===== config.mk =====
export PLATFORM = sky130hd
export DESIGN_NAME = hamming_sec_codec_top
export DESIGN_NICKNAME = d
export VERILOG_FILES = /design/src/hw/rtl/hsc_pkg.sv /design/src/hw/rtl/hamming_sec_codec_top.sv /design/src/hw/rtl/hsc_encoder.sv /design/src/hw/rtl/hsc_decoder.sv
export SDC_FILE = /design/constraint.sdc
export NUM_CORES = 1
export LEC_CHECK = 0
export BUFFER_PORTS_ARGS = -buffer_cell sky130_fd_sc_hd__buf_2
export CAP_MARGIN = 10
export CORE_AREA = 2 2 111 113
export DETAILED_ROUTE_END_ITERATION = 8
export DIE_AREA = 0 0 113 115
export HOLD_SLACK_MARGIN = 0.08
export PLACE_DENSITY_LB_ADDON = 0.15
export SYNTH_ARGS = -nofsm -noshare
export SYNTH_HDL_FRONTEND = slang
export SYNTH_SLANG_ARGS = --single-unit

===== constraint.sdc =====
create_clock -name clk -period 5.2 [get_ports clk]
set_input_delay 0.52 -clock clk [delete_from_list [all_inputs] [get_ports clk]]
set_output_delay 0.52 -clock clk [all_outputs]
set_load 0.01 [all_outputs]

===== src/hw/rtl/hsc_pkg.sv =====
// ----------------------------------------------------------------------------
// hsc_pkg
// Shared types, register map and parity helper for the Hamming SEC codec.
// ----------------------------------------------------------------------------
package hsc_pkg;

    localparam int ROW_W      = 11;
    localparam int NUM_ROWS   = 6;
    localparam int CODE_W     = 16;
    localparam int DATA_W     = 11;
    localparam int STATUS_W   = 2;
    localparam int EPOS_W     = 4;
    localparam int CFG_IDX_W  = 3;
    localparam int CFG_DATA_W = 11;

    // register map
    localparam logic [CFG_IDX_W-1:0] REG_PARITY_ROW_0 = 3'd0;
    localparam logic [CFG_IDX_W-1:0] REG_PARITY_ROW_5 = 3'd5;
    localparam logic [CFG_IDX_W-1:0] REG_SEC_DED      = 3'd6;

    // decode status codes
    localparam logic [STATUS_W-1:0] STATUS_OK        = 2'd0;
    localparam logic [STATUS_W-1:0] STATUS_CORRECTED = 2'd1;
    localparam logic [STATUS_W-1:0] STATUS_NOT_FOUND = 2'd2;

    typedef logic [NUM_ROWS-1:0][ROW_W-1:0] row_array_t;

    typedef struct packed {
        logic [CODE_W-1:0]   code;
        logic [DATA_W-1:0]   data;
        logic [STATUS_W-1:0] status;
        logic [EPOS_W-1:0]   epos;
    } result_t;

    // One check bit per active parity row; rows at or above nrows give zero.
    function automatic logic [NUM_ROWS-1:0] check_bits(
        input row_array_t        rows,
        input logic [ROW_W-1:0]  data,
        input int unsigned       nrows
    );
        logic [NUM_ROWS-1:0] c;
        c = '0;
        for (int i = 0; i < NUM_ROWS; i++)
        begin
            if (i < nrows)
            begin
                c[i] = ^(rows[i] & data);
            end
        end
        return c;
    endfunction

endpackage


===== src/hw/rtl/hamming_sec_codec_top.sv =====
// ----------------------------------------------------------------------------
// hamming_sec_codec_top
// Systematic Hamming SEC / SEC-DED codec with a programmable parity matrix.
// ----------------------------------------------------------------------------
// One transaction per clock, sustained while out_ready stays high. An input
// goes into the input register, through one pass of XOR trees and parallel
// column compares, then into the result register. A result left waiting on
// the output does not block the next input until the input register is also
// full. The parity rows and SEC-DED flag reset to zero; the user must write
// them through cfg_we / cfg_index / cfg_data only while the codec is idle;
// the block does not enforce it. Indices beyond the register map are ignored.
// ----------------------------------------------------------------------------
module hamming_sec_codec_top
    import hsc_pkg::*;
#(
    parameter int PARITY_BITS = 4,
    parameter int DATA_BITS   = 11
)
(
    input  logic                  clk,
    input  logic                  rst_n,

    input  logic                  cfg_we,
    input  logic [CFG_IDX_W-1:0]  cfg_index,
    input  logic [CFG_DATA_W-1:0] cfg_data,

    input  logic                  in_valid,
    output logic                  in_ready,
    input  logic                  action,
    input  logic [DATA_W-1:0]     data_word,
    input  logic [CODE_W-1:0]     code_word,

    output logic                  out_valid,
    input  logic                  out_ready,
    output logic [CODE_W-1:0]     code_out,
    output logic [DATA_W-1:0]     data_out,
    output logic [STATUS_W-1:0]   status,
    output logic [EPOS_W-1:0]     error_position
);

    row_array_t        rows_reg;
    logic              sec_ded_reg;

    logic              s1_valid_reg;
    logic              s1_action_reg;
    logic [DATA_W-1:0] s1_data_reg;
    logic [CODE_W-1:0] s1_code_reg;

    logic              out_valid_reg;
    result_t           out_reg;

    logic              out_advance;
    logic [CODE_W-1:0] enc_code;
    result_t           dec_result;
    result_t           result_next;

    // configuration registers
    always_ff @(posedge clk or negedge rst_n)
    begin
        if (!rst_n)
        begin
            rows_reg    <= '0;
            sec_ded_reg <= 1'b0;
        end
        else if (cfg_we)
        begin
            case (cfg_index) inside
                [REG_PARITY_ROW_0:REG_PARITY_ROW_5]:
                begin
                    rows_reg[cfg_index] <= cfg_data[ROW_W-1:0];
                end
                REG_SEC_DED:
                begin
                    sec_ded_reg <= cfg_data[0];
                end
                default:
                begin
                end
            endcase
        end
    end

    assign out_advance = !out_valid_reg || out_ready;
    assign in_ready    = !s1_valid_reg || out_advance;

    // input register
    always_ff @(posedge clk or negedge rst_n)
    begin
        if (!rst_n)
        begin
            s1_valid_reg <= 1'b0;
        end
        else if (in_ready)
        begin
            s1_valid_reg <= in_valid;
        end
    end

    always_ff @(posedge clk)
    begin
        if (in_valid && in_ready)
        begin
            s1_action_reg <= action;
            s1_data_reg   <= data_word;
            s1_code_reg   <= code_word;
        end
    end

    hsc_encoder #(
        .PARITY_BITS (PARITY_BITS),
        .DATA_BITS   (DATA_BITS)
    ) u_encoder (
        .rows      (rows_reg),
        .sec_ded   (sec_ded_reg),
        .data_word (s1_data_reg),
        .code_out  (enc_code)
    );

    hsc_decoder #(
        .PARITY_BITS (PARITY_BITS),
        .DATA_BITS   (DATA_BITS)
    ) u_decoder (
        .rows      (rows_reg),
        .code_word (s1_code_reg),
        .result    (dec_result)
    );

    always_comb
    begin
        if (s1_action_reg)
        begin
            result_next = dec_result;
        end
        else
        begin
            result_next        = '0;
            result_next.code   = enc_code;
            result_next.status = STATUS_OK;
        end
    end

    // result register
    always_ff @(posedge clk or negedge rst_n)
    begin
        if (!rst_n)
        begin
            out_valid_reg <= 1'b0;
        end
        else if (out_advance)
        begin
            out_valid_reg <= s1_valid_reg;
        end
    end

    always_ff @(posedge clk)
    begin
        if (out_advance && s1_valid_reg)
        begin
            out_reg <= result_next;
        end
    end

    assign out_valid      = out_valid_reg;
    assign code_out       = out_reg.code;
    assign data_out       = out_reg.data;
    assign status         = out_reg.status;
    assign error_position = out_reg.epos;

endmodule


===== src/hw/rtl/hsc_encoder.sv =====
// ----------------------------------------------------------------------------
// hsc_encoder
// Systematic encoder: check bits below the data, optional overall parity.
// ----------------------------------------------------------------------------
module hsc_encoder
    import hsc_pkg::*;
#(
    parameter int PARITY_BITS = 4,
    parameter int DATA_BITS   = 11
)
(
    input  row_array_t         rows,
    input  logic               sec_ded,
    input  logic [DATA_W-1:0]  data_word,
    output logic [CODE_W-1:0]  code_out
);

    localparam int CODE_BITS = PARITY_BITS + DATA_BITS;
    localparam int DE        = (DATA_BITS < ROW_W) ? DATA_BITS : ROW_W;
    localparam int W         = PARITY_BITS + ROW_W;
    localparam logic [ROW_W-1:0] DMASK = ROW_W'((64'd1 << DE) - 64'd1);

    logic [ROW_W-1:0]    data_m;
    logic [NUM_ROWS-1:0] chk;
    logic [W-1:0]        cw;
    logic                parity;
    logic [63:0]         wide;

    always_comb
    begin
        data_m = data_word & DMASK;
        chk    = check_bits(rows, data_m, PARITY_BITS);
        cw     = {data_m, chk[PARITY_BITS-1:0]};
        parity = ^cw;
        wide   = 64'(cw);
        // overall parity sits at bit n; falls off the port when n >= 16
        if (sec_ded)
        begin
            wide = wide | (64'(parity) << CODE_BITS);
        end
        code_out = wide[CODE_W-1:0];
    end

endmodule


===== src/hw/rtl/hsc_decoder.sv =====
// ----------------------------------------------------------------------------
// hsc_decoder
// Syndrome, first-match column search over H = [I | P] and single-bit fix.
// ----------------------------------------------------------------------------
module hsc_decoder
    import hsc_pkg::*;
#(
    parameter int PARITY_BITS = 4,
    parameter int DATA_BITS   = 11
)
(
    input  row_array_t         rows,
    input  logic [CODE_W-1:0]  code_word,
    output result_t            result
);

    localparam int CODE_BITS = PARITY_BITS + DATA_BITS;
    localparam int DE        = (DATA_BITS < ROW_W) ? DATA_BITS : ROW_W;
    localparam int W         = PARITY_BITS + ROW_W;
    localparam int POS_W     = $clog2(W);
    localparam logic [ROW_W-1:0] DMASK = ROW_W'((64'd1 << DE) - 64'd1);
    localparam logic [63:0] CMASK =
        (CODE_BITS >= 64) ? '1 : ((64'd1 << CODE_BITS) - 64'd1);

    logic [63:0]            cw_wide;
    logic [W-1:0]           cw;
    logic [W-1:0]           cw_fix;
    logic [ROW_W-1:0]       data_in;
    logic [NUM_ROWS-1:0]    chk;
    logic [PARITY_BITS-1:0] syn;
    logic [PARITY_BITS-1:0] col;
    logic [ROW_W-1:0]       match;
    logic                   found;
    logic [POS_W-1:0]       pos;
    logic [63:0]            out_wide;

    always_comb
    begin
        cw_wide = 64'(code_word) & CMASK;
        cw      = cw_wide[W-1:0];
        data_in = cw[W-1:PARITY_BITS] & DMASK;
        chk     = check_bits(rows, data_in, PARITY_BITS);
        syn     = cw[PARITY_BITS-1:0] ^ chk[PARITY_BITS-1:0];

        // parallel compare against every data column; zero columns never hit
        match = '0;
        for (int q = 0; q < ROW_W; q++)
        begin
            for (int i = 0; i < PARITY_BITS; i++)
            begin
                col[i] = rows[i][q];
            end
            match[q] = (q < DE) && (syn != '0) && (col == syn);
        end

        found = 1'b0;
        pos   = '0;
        if ($onehot(syn))
        begin
            // unit column wins over any data column of the same pattern
            found = 1'b1;
            for (int i = PARITY_BITS - 1; i >= 0; i--)
            begin
                if (syn[i])
                begin
                    pos = POS_W'(i);
                end
            end
        end
        else if (|match)
        begin
            found = 1'b1;
            for (int q = ROW_W - 1; q >= 0; q--)
            begin
                if (match[q])
                begin
                    pos = POS_W'(PARITY_BITS + q);
                end
            end
        end

        cw_fix = cw;
        if (found)
        begin
            cw_fix = cw ^ (W'(1) << pos);
        end

        out_wide      = 64'(cw_fix);
        result.code   = out_wide[CODE_W-1:0];
        result.data   = cw_fix[W-1:PARITY_BITS] & DMASK;
        result.epos   = found ? EPOS_W'(pos) : '0;
        if (syn == '0)
        begin
            result.status = STATUS_OK;
        end
        else if (found)
        begin
            result.status = STATUS_CORRECTED;
        end
        else
        begin
            result.status = STATUS_NOT_FOUND;
        end
    end

endmodule


Word-level counts from Yosys, hierarchy flattened --
Index checks and enable logic that the tools add are counted.
Storage, ports and cells: bits of input ports 47, word-level logic and storage cells 116, bits in registers 129, output and inout bits 35
Cells by class: equal/unequal tests 13, add/subtract/negate cells 3, order comparisons 4, bitwise logic cells 14, shift operators 1, multiplexer cells 28, reductions and logical operators 36
Operators with widths (count):
- bitwise AND 11 bit | 8
- parity 11 bit | 8
- two-way mux 4 bit | 17
- bitwise mux 66 bit | 1
- equality test 4 bit | 11
- demux 11 bit (select 3 bit) | 1
- two-way mux 32 bit | 1
- two-way mux 15 bit | 2
- bitwise OR 15 x 16 -> 16 bit | 1
- logical AND 1 bit | 15
- parity 15 bit | 1
- << shifter 1 x 4 -> 15 bit (first input constant) | 1
- XOR 15 bit | 1
- two-way mux 11 bit | 1
- OR reduction 11 bit | 1
- greater-or-equal comparator 3 x 1 -> 1 bit (second input constant) | 2
- two-way mux 2 bit | 3
- adder 1 x 1 -> 2 bit | 2
- logical NOT 4 bit | 1
- less-than comparator 3 x 4 -> 1 bit (second input constant) | 1
- AND reduction 2 bit | 2
- nonzero test 4 bit | 1
- OR reduction 2 bit | 2
- XOR 4 bit | 1
- other kinds (9) | 14

Depth between registers and ports, before layout --
depth in word-level cells 22, gate-level depth with buffers 18, depth with buffers taken out 15

Cells and area by module --
From an unflattened synthesis, not the netlist that was laid out.
Second synthesis, totals: cell total of the unflattened synthesis 620, area total of the unflattened synthesis 7897.6 um^2
By module, submodules not included:
- hamming_sec_codec_top | area each 4923.5 um^2, sequential area each 3558.4 um^2, cells each 253, times used 1
- hsc_decoder | area each 2173.3 um^2, sequential area each 0.0 um^2, cells each 260, times used 1
- hsc_encoder | area each 800.8 um^2, sequential area each 0.0 um^2, cells each 107, times used 1

Worst setup path after synthesis --
Ideal clock, no wire load.
path type register -> register, start point register s1_code_reg[11], end point register out_reg (netlist bit code_out[9]), data pin, data required time 4940 ps, clock period less this slack 4741 ps, path buffers 2, library setup time 260 ps, arrival 4481 ps, stages on the path, launching flop included 17, path slack 459 ps, cells stage by stage edfxtp_1 nand2_1 xnor2_4 xor2_1 xnor3_1 buf_2 ha_1 ha_1 fa_1 nor3b_1 o211ai_1 and3_1 a22oi_4 buf_6 o2111ai_1 xnor2_1 mux2_2
RTL lines:
- start: declaration | RTL line hamming_sec_codec_top.sv:47 | logic [CODE_W-1:0] s1_code_reg;
- start signal: assignment | RTL line hamming_sec_codec_top.sv:105 | s1_code_reg <= code_word;
- end signal: assignment | RTL line hamming_sec_codec_top.sv:159 | out_reg <= result_next;
- end: declaration | RTL line hamming_sec_codec_top.sv:50 | result_t out_reg;

==> impl_metrics.tcl <==
set metrics [dict create \
    critical_path_class "reg -> reg" \
    path_clk_slew_ns 0.08 \
    coreArea_um2 11800 \
    met1_usage 0.408 \
    synth_top_cells_by_area "edfxtp_1 26%, dfrtp_1 17%, xnor2_1 11%" \
    yosysTopAreaCellShare 0.264 \
    antenna_found_initial 0 \
    io_buffers 80 \
    yosys_warnings 0 \
    yosys.area.top_type "edfxtp_1" \
    critPathArrivalTime_ns 5.13 \
    synth-seq-area-share 0.437 \
    status "finished with violations" \
    busiest_layer "met2" \
    numCtsBuffers 9 \
    layout.cells.non_filler 833 \
    die_h_um 115 \
    synth.cell_area_um2 6810 \
    synth.most_common_cell "nand2_1" \
    r2r_slack_ns 0.18 \
    gp_congestion 0.997 \
    cp_slowest_stage_delay_ns 0.67 \
    fin_crit_sh 0.965 \
    routed_wl_um 17700 \
    via_per_inst 6.02 \
    clock-sinks 107 \
    cts_setup_buffers 0 \
    placed_cells 817 \
    critPathCaptureType "flip-flop" \
    drive_gt1_frac 0.259 \
    drt_iter0_drc 461 \
    slew_headroom 0.216 \
    synth_edf_count 60 \
    slew_violations 0 \
    finClkSkew_ns 0.0104 \
    synth_ff_type "edfxtp_1" \
    diodes 0 \
    grt_pass1_wl_um 27800 \
    crit_chain "nand2_1, xnor2_1, xor2_1, xnor3_2, ha_1, ha_1, fa_1, nor3b_1, o211ai_1, and3_1, a22oi_4, o2111ai_1, xnor2_1, mux2_2" \
    area_growth_syn_to_layout_pct 13.0 \
    start_util 0.577 \
    fin_nets 735 \
    overflow 0 \
    grt_start_max_net_pins 48 \
    placed_area_um2 7410 \
    syn_avg_cell_area_um2 11.5 \
    tritoncts "built" \
    rsz0062_at_grt "no" \
    cts_buffer_depth 2 \
    drtAntennaViolNets 0 \
    tightest_slew_ns 1.18 \
    grt_pass1_vias 4883 \
    largest_reg_flops 44 \
    cp_top_family "XOR/XNOR gates" \
    clkLatencyLatePin_ns 0.37 \
    synth_cells 595 \
    whs_ns 0.323 \
    dp_hpwl_um 13400 \
    routedWlPerCell_um 21.3 \
    yosys-top-cells-count "110 x nand2_1, 84 x xnor2_1, 60 x edfxtp_1, 47 x dfrtp_1, 45 x mux2_2" \
    cp_slowest_cell "xnor3_2" \
    vias 5015 \
    num_rows 40 \
    cp_num_buf_inv 0 \
    violations "DRC" \
    critPathLaunchType "flip-flop" \
    setup_viol 0 \
    fmaxAchievable_mhz 199 \
    tns_ns 0 \
    cts_root_buf "clkbuf_16" \
    crit_fanout 16 \
    stdcell_area_um2 7700 \
    use_met3 0.0332 \
    ctsHtreeMaxLevel 3 \
    finalCriticalPeriod_ns 5.02 \
    firstDrtPassIters 7 \
    min-delay-path-class "in -> reg" \
    io-pin-count 82 \
    ys_ff_latch 107 \
    cp.required_ns 5.31 \
    track_usage 0.287 \
    async_flop_share 0.439 \
    ys_types 70 \
    die_area_um2 13000 \
    ctsResizeCount 0 \
    drc 1 \
    grt_util_met2 0.455 \
    hold_viol 0 \
    cap_violations 0 \
    chipWidth_um 113 \
    ctsHoldBuffers 0 \
    syn_nets 649 \
]
-- final cells by class --
class	count	area (um2)
Clock inverter	7	66.3
Sequential cell	107	2980
Clock buffer	9	225
Fill cell	935	4110
Multi-Input combinational cell	461	3720
Timing Repair Buffer	90	475
Tap cell	147	184
Inverter	12	45.0
-- path summary, 6_finish.rpt --
kind	start	end	cells past startpoint
min in group asynchronous	rst_n	rows_reg[2]$_DFFE_PN0P_	1
max in group asynchronous	rst_n	rows_reg[16]$_DFFE_PN0P_	1
min	code_word[4]	s1_code_reg[4]$_DFFE_PP_	1
max reg2reg	s1_code_reg[5]$_DFFE_PP_	code_out[9]$_DFFE_PP_	14
max	s1_code_reg[5]$_DFFE_PP_	code_out[9]$_DFFE_PP_	14
min reg2reg	s1_valid_reg$_DFFE_PN0N_	out_valid$_DFFE_PN0P_	1
-- layer usage --
layer	vias to the layer above	wire, um
li1	2258	-
met1	2452	7470
met2	253	8330
met3	52	1350
met4	0	580
met5	-	0
-- metrics by stage --
stage | setup slack [ns] | util
after floorplan | 0.459 | -
after global placement | 0.458 | 0.627
after detailed placement | 0.374 | 0.627
after CTS | 0.304 | 0.652
after global routing | 0.0229 | 0.652
final | 0.182 | 0.652
-- cells by family (layout without fill, tap and decap cells) --
group | Yosys count | in the layout | share of synthesized area
DFF | 107 | 107 | 0.437
buffers and inverters | 27 | 118 | 0.0193
xor gates and xnor gates | 149 | 149 | 0.246
AOI/OAI and AO/OA | 52 | 52 | 0.0597
adders and majority gates | 7 | 7 | 0.0140
and+or+nand+nor | 207 | 207 | 0.149
muxes | 46 | 46 | 0.0758
-- cell usage in the layout, fill, tap and decap left out, types with 5 or more instances in the layout --
cell / instances
mux2_2: 45
clkbuf_16: 9
xnor2_2: 5
nand4b_1: 5
xnor2_1: 84
xor2_1: 37
or4_1: 8
o21ai_0: 8
inv_1: 12
and3_1: 6
nor2_1: 24
ha_1: 6
nand2_1: 110
a21oi_1: 6
edfxtp_1: 60
and2_1: 5
nand3_1: 8
dfrtp_1: 47
xnor3_1: 16
buf_2: 80
buf_4: 10
nand2b_1: 7
-- worst reg2reg max path, cell delays in order, from the launching register on --
cell and delay (ns):
edfxtp_1 0.58, nand2_1 0.12, xnor2_1 0.30, xor2_1 0.20, xnor3_2 0.67, ha_1 0.39
ha_1 0.19, fa_1 0.43, nor3b_1 0.29, o211ai_1 0.28, and3_1 0.26, a22oi_4 0.28
o2111ai_1 0.26, xnor2_1 0.22, mux2_2 0.30
Power is left out: the tool's default activity adds up to more than one toggle a clock period on the data nets, which glitch-free logic cannot reach.
